### src/gmpc_pkg.sv
// Shared types, constants and codes for the grid minimum path cost block.
package gmpc_pkg;

  localparam int unsigned DefMaxRows   = 32;
  localparam int unsigned DefMaxCols   = 32;
  localparam int unsigned DefWeightBits = 8;

  localparam int unsigned CfgW   = 6;
  localparam int unsigned InW    = 8;
  localparam int unsigned CostW  = 20;
  localparam int unsigned OutW   = 18;
  localparam int unsigned PaddrW = 3;
  localparam int unsigned PdataW = 32;

  localparam logic [OutW-1:0] OutMax = '1;

  // Register indexes on the configuration port.
  localparam logic RegRows = 1'b0;
  localparam logic RegCols = 1'b1;

  // Relaxation phases for one cell.
  localparam logic [2:0] PhUp    = 3'd0;
  localparam logic [2:0] PhRight = 3'd1;
  localparam logic [2:0] PhDown  = 3'd2;
  localparam logic [2:0] PhLeft  = 3'd3;
  localparam logic [2:0] PhOwn   = 3'd4;
  localparam logic [2:0] PhWr    = 3'd5;

  typedef enum logic [1:0] {
    ST_LOAD,
    ST_CLEAR,
    ST_SWEEP,
    ST_FINISH
  } state_e;

  typedef struct packed {
    logic       load_we;
    logic       load_rst;
    logic       scan_rst;
    logic       scan_inc;
    logic       clr_we;
    logic       rlx_en;
    logic       sweep_rst;
    logic       res_we;
    logic [2:0] phase;
  } cmd_t;

  typedef struct packed {
    logic scan_last;
    logic changed;
  } status_t;

endpackage

### src/gmpc_ctrl.sv
// Controller: sequences loading, clearing, relaxation sweeps and the result.
module gmpc_ctrl (
  input  logic               clk_i,
  input  logic               rst_ni,
  input  logic               in_valid_i,
  input  logic               in_last_i,
  output logic               in_ready_o,
  input  logic               out_ready_i,
  output logic               out_valid_o,
  input  gmpc_pkg::status_t  status_i,
  output gmpc_pkg::cmd_t     cmd_o
);
  gmpc_pkg::state_e state_q, state_d;
  logic [2:0]       phase_q, phase_d;
  logic             out_valid_q, out_valid_d;

  always_ff @(posedge clk_i or negedge rst_ni) begin
    if (!rst_ni) begin
      state_q     <= gmpc_pkg::ST_LOAD;
      phase_q     <= gmpc_pkg::PhUp;
      out_valid_q <= 1'b0;
    end else begin
      state_q     <= state_d;
      phase_q     <= phase_d;
      out_valid_q <= out_valid_d;
    end
  end

  always_comb begin
    state_d     = state_q;
    phase_d     = phase_q;
    cmd_o       = '0;
    cmd_o.phase = phase_q;
    in_ready_o  = 1'b0;
    out_valid_d = out_valid_q && !out_ready_i;
    unique case (state_q)
      gmpc_pkg::ST_LOAD: begin
        in_ready_o = 1'b1;
        if (in_valid_i) begin
          cmd_o.load_we = 1'b1;
          if (in_last_i) begin
            cmd_o.load_rst = 1'b1;
            cmd_o.scan_rst = 1'b1;
            state_d        = gmpc_pkg::ST_CLEAR;
          end
        end
      end
      gmpc_pkg::ST_CLEAR: begin
        cmd_o.clr_we   = 1'b1;
        cmd_o.scan_inc = 1'b1;
        if (status_i.scan_last) begin
          cmd_o.scan_rst  = 1'b1;
          cmd_o.sweep_rst = 1'b1;
          phase_d         = gmpc_pkg::PhUp;
          state_d         = gmpc_pkg::ST_SWEEP;
        end
      end
      gmpc_pkg::ST_SWEEP: begin
        cmd_o.rlx_en = 1'b1;
        if (phase_q == gmpc_pkg::PhWr) begin
          phase_d        = gmpc_pkg::PhUp;
          cmd_o.scan_inc = 1'b1;
          if (status_i.scan_last) begin
            cmd_o.scan_rst = 1'b1;
            if (status_i.changed) cmd_o.sweep_rst = 1'b1;
            else state_d = gmpc_pkg::ST_FINISH;
          end
        end else begin
          phase_d = phase_q + 3'd1;
        end
      end
      gmpc_pkg::ST_FINISH: begin
        if (!out_valid_q || out_ready_i) begin
          cmd_o.res_we = 1'b1;
          out_valid_d  = 1'b1;
          state_d      = gmpc_pkg::ST_LOAD;
        end
      end
      default: state_d = gmpc_pkg::ST_LOAD;
    endcase
  end

  assign out_valid_o = out_valid_q;

  a_no_overwrite: assert property (@(posedge clk_i) disable iff (!rst_ni)
    cmd_o.res_we |-> !(out_valid_q && !out_ready_i)) else $error("result overwritten");
  a_last_starts_clear: assert property (@(posedge clk_i) disable iff (!rst_ni)
    (in_valid_i && in_ready_o && in_last_i) |=> state_q == gmpc_pkg::ST_CLEAR)
    else $error("last cell did not start clear");
  a_phase_range: assert property (@(posedge clk_i) disable iff (!rst_ni)
    phase_q <= gmpc_pkg::PhWr) else $error("phase out of range");
  a_sweep_exit: assert property (@(posedge clk_i) disable iff (!rst_ni)
    (state_q == gmpc_pkg::ST_SWEEP && state_d != gmpc_pkg::ST_SWEEP)
      |-> (phase_q == gmpc_pkg::PhWr && status_i.scan_last && !status_i.changed))
    else $error("sweep left early");

endmodule

### config.mk
export PLATFORM = sky130hd
export DESIGN_NAME = gmpc_ctrl
export DESIGN_NICKNAME = d
export VERILOG_FILES = /design/src/gmpc_pkg.sv /design/src/gmpc_ctrl.sv
export SDC_FILE = /design/constraint.sdc
export NUM_CORES = 1
export LEC_CHECK = 0
export BUFFER_PORTS_ARGS = -buffer_cell sky130_fd_sc_hd__clkbuf_2
export CORE_AREA = 2 2 39 41
export DETAILED_ROUTE_END_ITERATION = 10
export DIE_AREA = 0 0 41 43
export SYNTH_ARGS = -nofsm -noshare
export SYNTH_HDL_FRONTEND = slang
export SYNTH_SLANG_ARGS = --single-unit
export TNS_END_PERCENT = 100
### constraint.sdc
create_clock -name clk_i -period 2.67 [get_ports clk_i]
set_clock_uncertainty 0.2 [all_clocks]
set_input_delay 0.4005 -clock clk_i [delete_from_list [all_inputs] [get_ports clk_i]]
set_output_delay 0.4005 -clock clk_i [all_outputs]
set_load 0.05 [all_outputs]
==> results summary, run 1 <==
The highest cell delay on the worst timing path came out at 420 ps. STA classifies the critical path endpoint as a primary output. The timing startpoint of the critical path is state_q[0]$_DFFE_PN0P_. The number of buffers inserted by hold repair at cts came out at 1. The height of the die came out at 43 µm. Summed over all layers, the global routing overflow is 0. The number of instances resized during post-cts repair is 0. The cell family contributing the most delay on the critical path is flip-flops.

The number of nets produced by synthesis is 63. Data arrives at the worst endpoint at between 1500 and 2000 ps. By startpoint and endpoint, the worst setup path is classified as register to primary output.

The number of pins exceeding their max-slew limit in the final report came out at 0. The transition time at the pin with the least slew margin came out at between 300 and 400 ps. The cell at the root of the clock tree is clkbuf_4. For this block, the routed nets add up to about 940 µm of wire.

The relative slew slack is 0.754. The top routing layer in use is met3. The clock latency on the worst-skew pair came out at 240 ps. The count of maximum capacitance violations is 0. The instance count after placement with tap cells included came out at between 80 and 90. The post-detailed-route wirelength per cell is approximately 11 µm. In this run the remaining antenna-violating nets after routing total 0.

The largest individual stage delay along the critical path comes from the cell dfrtp_1. The critical path startpoint category is a register. For the worst setup path, the data required time is about 2100 ps. Averaged over all synthesized cells, the footprint is between 9 and 10 µm².

The netlist area before placement is roughly 470 µm². The deepest level of the CTS H-tree is 1. Once detailed placement completed, the half-perimeter wirelength came to ~770 µm. The Yosys warning count is 0.

From synthesis to final layout, the design area changed by 29.8%. The total number of vias is between 400 and 500. The number of search-and-repair iterations in the first detailed-routing pass is 4. The port buffer count is 19. The number of DRC markers in iteration 0 is 2. In this run the worst path has a maximum fanout of 11. The count of cells in the finished layout, fillers not included, comes to 88. Setup total negative slack on the finished layout was measured at 0 ps.

The antenna diode count is 0. The number of clock sinks is 6. Detailed routing placed a total of 58 µm of wire on met3. Counting both buffers and inverters, the worst setup path holds a total of 2. Counting along the longest clock path gives a buffer depth of 2. The final RePlAce weighted congestion came out at between 0.6 and 0.7. The top achievable clock speed is 423 MHz. The number of placed I/O pins is 20. The wire length of the first global-routing pass is about 1500 µm. The number of global-route vias before repair came out at between 300 and 400. The maximum number of pins on one net before global-route repair came out at 12. The number of distinct library cells after synthesis came out at 25. The number of inserted filler cells in the final layout is between 100 and 150.

The post-layout minimum cycle time is 2360 ps. The number of antenna violations at the first check in global routing came out at 0. The via density per instance is roughly 4.9.

The detailed-route wire length on metal 1 came out at 401 µm. The global router's overall resource usage came out at 0.128. The die covers 1760 µm².

The worst register-to-register path begins at state_q[0]$_DFFE_PN0P_. The signal on the critical path passes through inv_1 > ha_1 > a21o_1 > a21oi_1 > nor2_2 > clkbuf_2. TritonCTS built the clock tree. The path class of the tightest hold or removal check is input pin to register. The core region is ~1400 µm². The share of the yosys chip area belonging to registers came out at 0.319.

Setup repair after global routing left no endpoint under its margin. The final number of hold-violating endpoints came out at 0. The worst hold path begins at out_ready_i. The post-route fraction of the period consumed by the critical path came out at 0.884. In this run the horizontal extent of the chip is about 40 µm. The run finished with clean final reports. TritonCTS created 3 clock buffers. The total of flip-flops plus latches after synthesis is 6. The total of endpoints with negative setup slack in the final report came out at 0.

The setup fix buffers added after clock tree synthesis is 0. The synthesized netlist cell count came out at 50. The floorplan row count is 14. The clock-pin slew of the registers on the worst-case setup and hold paths came out at approximately 50 ps. The final critical-path setup slack is just over 300 ps.

The worst setup slack after placement is between 500 and 600 ps. Of the cells placed in the final design, the portion with a size suffix greater than 1 is 0.403. The length of routed met2 wiring is around 480 µm. The net count of the finished layout came out at slightly below 90. The number of remaining DRC errors is 0. The initial core utilization is 0.340.
==> cell usage in the layout (no fill, tap or decap) <==
cell / instances
clkbuf_2: 19
ha_1: 6
dfrtp_1: 6
nand2_1: 4
inv_1: 3
and2_1: 3
nand2b_1: 3
o21ai_0: 3
clkbuf_4: 3
nor2_1: 2
nand3_1: 2
a22o_1: 2
and3_2: 1
and3b_4: 1
a21o_1: 1
a21oi_1: 1
nor2_2: 1
a31oi_1: 1
nand3b_1: 1
o21bai_2: 1
a21bo_2: 1
nand4_1: 1
inv_2: 1
a21oi_2: 1
o32a_1: 1
mux2_1: 1
mux2i_1: 1
dlygate4sd3_1: 1
==> path summary, 6_finish.rpt <==
kind | to | slack, ps | cells past startpoint
max in group asynchronous | phase_q[0]$_DFFE_PN0P_ | 1800 | 2
min in group asynchronous | phase_q[1]$_DFFE_PN0P_ | 320 | 2
worst min-delay path | out_valid_o$_DFF_PN0_ | 250 | 3
worst max register to register | state_q[1]$_DFFE_PN0P_ | 690 | 6
worst max-delay path | cmd_o[8] | 310 | 6
worst min register to register | out_valid_o$_DFF_PN0_ | 350 | 2
==> stage by stage <==
stage	hold slack [ps]	instance area (µm²)	utilization
floorplan	-95.1	474	-
global placement	28.4	578	0.418
detailed placement	31.1	578	0.418
CTS	238	611	0.441
global route	243	611	0.441
finish	245	611	0.441
==> per-layer routing <==
| metal | track usage | vias to the layer above |
|---|---|---|
| met3 | 0.0785 | 0 |
| met4 | 0.0400 | 0 |
| li1 | - | 217 |
| met2 | 0.188 | 9 |
| met5 | 0 | - |
| met1 | 0.151 | 201 |
==> tightest hold or removal path, delay by kind of cell <==
kind	cells	cell delay [ps]
buffers and inverters	1	80
and+or+nand+nor	2	170
==> sequential cells by signal, indices dropped and copies added, names as in the netlist <==
register     cells
phase_q          3
state_q          2
out_valid_o      1
==> cell usage after synthesis <==
cell type	n	share of area
mux2_1	1	0.024
and2_1	3	0.040
nand3_1	2	0.021
and3_1	1	0.013
buf_6	1	0.024
inv_2	1	0.0080
nand2b_1	3	0.040
o32a_1	1	0.021
a21o_1	1	0.016
o21bai_2	1	0.024
nand2_1	4	0.032
and3b_4	1	0.027
a21oi_1	1	0.011
inv_1	3	0.024
dfrtp_1	6	0.32
mux2i_1	1	0.021
nand4_1	1	0.013
nor2_1	3	0.024
ha_1	6	0.16
nand3b_1	1	0.016
a21oi_2	1	0.019
a21bo_2	1	0.021
a22o_1	2	0.037
o21ai_0	3	0.032
a31oi_1	1	0.013
==> final cells by class <==
cell class	count	area, µm²	area share
clock buffer	3	22.5	0.0369
inverter	4	15.0	0.0246
multi-input combinational	39	298	0.488
sequential	6	150	0.246
tap	16	20.0	0.0328
timing repair buffer	20	105	0.172
==> cell families (layout without fill, tap and decap cells) <==
group / Yosys count / after routing / synth area share
DFF: 6 / 6 / 0.319
buffers and inverters: 5 / 27 / 0.0558
and+or+nand+nor: 19 / 19 / 0.226
muxes: 2 / 2 / 0.0452
AOI/OAI and AO/OA: 12 / 12 / 0.194
adders and majority gates: 6 / 6 / 0.160
Power of run 1 is left out: the tool's default activity adds up to more than one toggle a clock period on the data nets, which glitch-free logic cannot reach.
==> run 2: changes to the inputs <==
--- a/config.mk
+++ b/config.mk
@@ -5,10 +5,12 @@
 export SDC_FILE = /design/constraint.sdc
 export NUM_CORES = 1
 export LEC_CHECK = 0
+export ABC_AREA = 1
 export BUFFER_PORTS_ARGS = -buffer_cell sky130_fd_sc_hd__clkbuf_2
 export CORE_AREA = 2 2 39 41
 export DETAILED_ROUTE_END_ITERATION = 10
 export DIE_AREA = 0 0 41 43
+export PLACE_DENSITY = 0.66
 export SYNTH_ARGS = -nofsm -noshare
 export SYNTH_HDL_FRONTEND = slang
 export SYNTH_SLANG_ARGS = --single-unit
==> run 2 against run 1 <==
Effect of this change: global-route usage increased by 2.3 points; critical endpoint is now cmd_o[4]; count of clock-buffer cells in the layout stayed put; non-clock buffer count unchanged; routed wire length rose by 13%; die area unchanged; hold slack got worse by 24 ps; critical path depth down 1; core utilization rose by 3.9 points; sequential share of layout area decreased by 2.0 points; register-to-register slack improved by 270 ps.
==> results summary, run 2 <==
The critical path data required time came to 2070 ps (about the same). The post-layout minimum cycle time is 2330 ps (-35.1 ps). The global router's overall resource usage was 0.151 (+0.0228).

The synthesized netlist cell count is 71 (+42%). The post-route fraction of the period consumed by the critical path is 0.871 (-0.0131). The deepest level of the CTS H-tree is 1 (unchanged). The top achievable clock speed is 430 MHz (+1.5%). The number of remaining DRC errors came to 0 (unchanged). The worst setup path is launched from a register. The post-route standard cell area excluding fillers came out at 664 µm² (+8.8%). The maximum number of pins on one net before global-route repair is 10 (-2). The fraction of final layout cells with drive strength greater than 1 is 0.351 (-0.0517). In the synthesized netlist, the cells that appear most often are nand2_1 (21), inv_1 (11), dfrtp_1 (6), ha_1 (6). The post-detailed-route wirelength per cell came out at 9.61 µm (-9.9%). STA classifies the critical path endpoint as a primary output. The master of the slowest instance on the critical path is dfrtp_1. By area the synthesized netlist is led by dfrtp_1 (29%), nand2_1 (15%), ha_1 (15%).

The flip-flop and latch area is 150 µm² (unchanged). The number of clock sinks was 6 (unchanged). The area of the core region is 1380 µm² (unchanged). The port buffer count was 19 (unchanged).

The number of search-and-repair iterations in the first detailed-routing pass is 4 (unchanged). The clock-pin slew of the registers on the worst-case setup and hold paths was 40 ps (about the same). The relative slew slack is 0.771 (+0.0166).

The overflow left after global routing is 0 (unchanged). The share of the yosys chip area belonging to registers is 0.293 (-0.0265). The number of flops mapped to enable cells by yosys is 0 (unchanged). The Yosys warning count came out at 0 (unchanged). The area share of the leading cell type in the synthesized netlist came to 0.293 (-0.0265). Yosys instantiated no cell more often than nand2_1.

The number of instances resized during post-cts repair came out at 0 (unchanged). The number of DRC markers in iteration 0 was 6 (+4). The data arrival time at the worst-slack endpoint came out at 1730 ps (-30 ps). The number of nets with antenna violations after detailed routing came out at 0 (unchanged). The most common cell after layout, fill and taps aside is nand2_1. The wire length of the first global-routing pass came to 1840 µm (+23%). The via density per instance is 4.83 (-0.52%). The total of flip-flops plus latches after synthesis came out at 6 (unchanged). The final number of hold-violating endpoints was 0 (unchanged). The highest cell delay on the worst timing path came to 420 ps (about the same).

The setup TNS was 0 ps (unchanged). The chip width came out at 41 µm (unchanged). The antenna diode count came out at 0 (unchanged). The clock latency on the worst-skew pair is 240 ps (about the same). The net count of the finished layout is 109 (+25%).

The average footprint of a synthesized cell was 7.23 µm² (-23%). The final routed wirelength across all metal layers is 1060 µm (+13%). The largest area contributor in the synthesized netlist is dfrtp_1. The number of placed I/O pins is 20 (unchanged). The post-synthesis to final-layout area growth came out at 29.5%. The area taken by multi-input logic gates came out at 318 µm² (+6.7%). Ranked by flip-flop count, first place goes to phase_q. The floorplan row count is 14 (unchanged). The number of global-route vias before repair is 459 (+25%). The worst hold path class is input pin to register. The setup fix buffers added after clock tree synthesis came out at 0 (unchanged).

The height of the die came out at 43 µm (unchanged). The initial core utilization is 0.371 (+0.0307). The number of buffers inserted by hold repair at cts came to 1 (unchanged). The number of pins exceeding their max-slew limit in the final report is 0 (unchanged).

The total CTS buffers is 3 (unchanged). The netlist area before placement was 513 µm² (+9.0%). In the layout the commonest cells are nand2_1 (21), clkbuf_2 (19), inv_1 (11). The number of antenna violations at the first check in global routing came out at 0 (unchanged).

The transition time at the pin with the least slew margin came out at 343 ps (-24.9 ps). The total number of vias was 531 (+24%). In the synthesized netlist the dominant register cell turns out to be dfrtp_1.

The area enclosed by the die boundary came out at 1760 µm² (unchanged). The proportion of synthesized flip-flops having asynchronous set or reset came out at 1.00 (unchanged). Setup repair after global routing left no endpoint under its margin. The run finished with clean final reports. The number of inserted filler cells in the final layout is 148 (+7.2%). The total of endpoints with negative setup slack in the final report came to 0 (unchanged).

The area of placed instances is 632 µm² (+9.3%). The placed wire-length estimate was 860 µm (+11%). The deepest clock path buffer count came out at 2 (unchanged). The root buffer cell chosen for the clock tree is clkbuf_4. The critical path is of the register to primary output type. The number of distinct library cells after synthesis is 17 (-32%). Traced cell by cell, the critical path runs through inv_1 > ha_1 > nand4_1 > a21oi_2 > clkbuf_2. TritonCTS built the clock tree. The number of flip-flops under the largest register name was 3 (unchanged). The final RePlAce weighted congestion is 0.806 (+21%). The count of maximum capacitance violations came out at 0 (unchanged). The number of nets produced by synthesis came out at 84 (+33%).

The maximum fanout encountered on the critical timing path is 9 (-2).
==> run 2: layout make-up <==
class / instances / area share
multi-input combinational: 52 / 0.478
sequential: 6 / 0.226
timing repair buffer: 20 / 0.158
inverter: 13 / 0.0734
clock buffer: 3 / 0.0339
tap: 16 / 0.0301
==> run 2: cells by family after synthesis <==
kind of cell | count (synthesis) | synth area share
compound gates | 10 | 0.141
fa+ha+maj | 6 | 0.146
buf+inv | 13 | 0.0951
flops | 6 | 0.293
simple gates | 36 | 0.324
==> run 2: final timing paths <==
| path | from | endpoint | slack [ps] | cells past startpoint |
|---|---|---|---|---|
| worst min register to register | out_valid_o$_DFF_PN0_ | out_valid_o$_DFF_PN0_ | 340 | 2 |
| max in group asynchronous | rst_ni | phase_q[1]$_DFFE_PN0P_ | 1800 | 2 |
| min in group asynchronous | rst_ni | state_q[0]$_DFFE_PN0P_ | 320 | 2 |
| worst max-delay path | state_q[0]$_DFFE_PN0P_ | cmd_o[4] | 340 | 5 |
| worst max register to register | state_q[0]$_DFFE_PN0P_ | phase_q[2]$_DFFE_PN0P_ | 960 | 7 |
| worst min-delay path | out_ready_i | out_valid_o$_DFF_PN0_ | 220 | 4 |
==> run 2: stage by stage <==
step	hold slack [ps]	setup slack, ps	std cells	utilization
after floorplan	-95.1	5.06	71	-
after global placement	30.2	595	106	0.457
after detailed placement	33.5	591	106	0.457
after CTS	215	328	110	0.480
after global routing	242	197	110	0.480
final	221	344	110	0.480
==> run 2: layer usage <==
metal	GRT usage	share of wire	up-vias
met4	0.0200	0	0
li1	-	-	275
met3	0.0628	0.054	0
met5	0	0	-
met2	0.241	0.52	14
met1	0.189	0.43	242
==> run 2: worst max-delay path, delay by kind of cell, from the launching register on <==
family / cells / cell delay [ps]
AND/OR/NAND/NOR: 1 / 160
adder cells (fa/ha/maj): 1 / 370
AO/OA/AOI/OAI: 1 / 130
buffers and inverters: 2 / 400
flip-flops: 1 / 420
Power of run 2 is left out for the same reason.
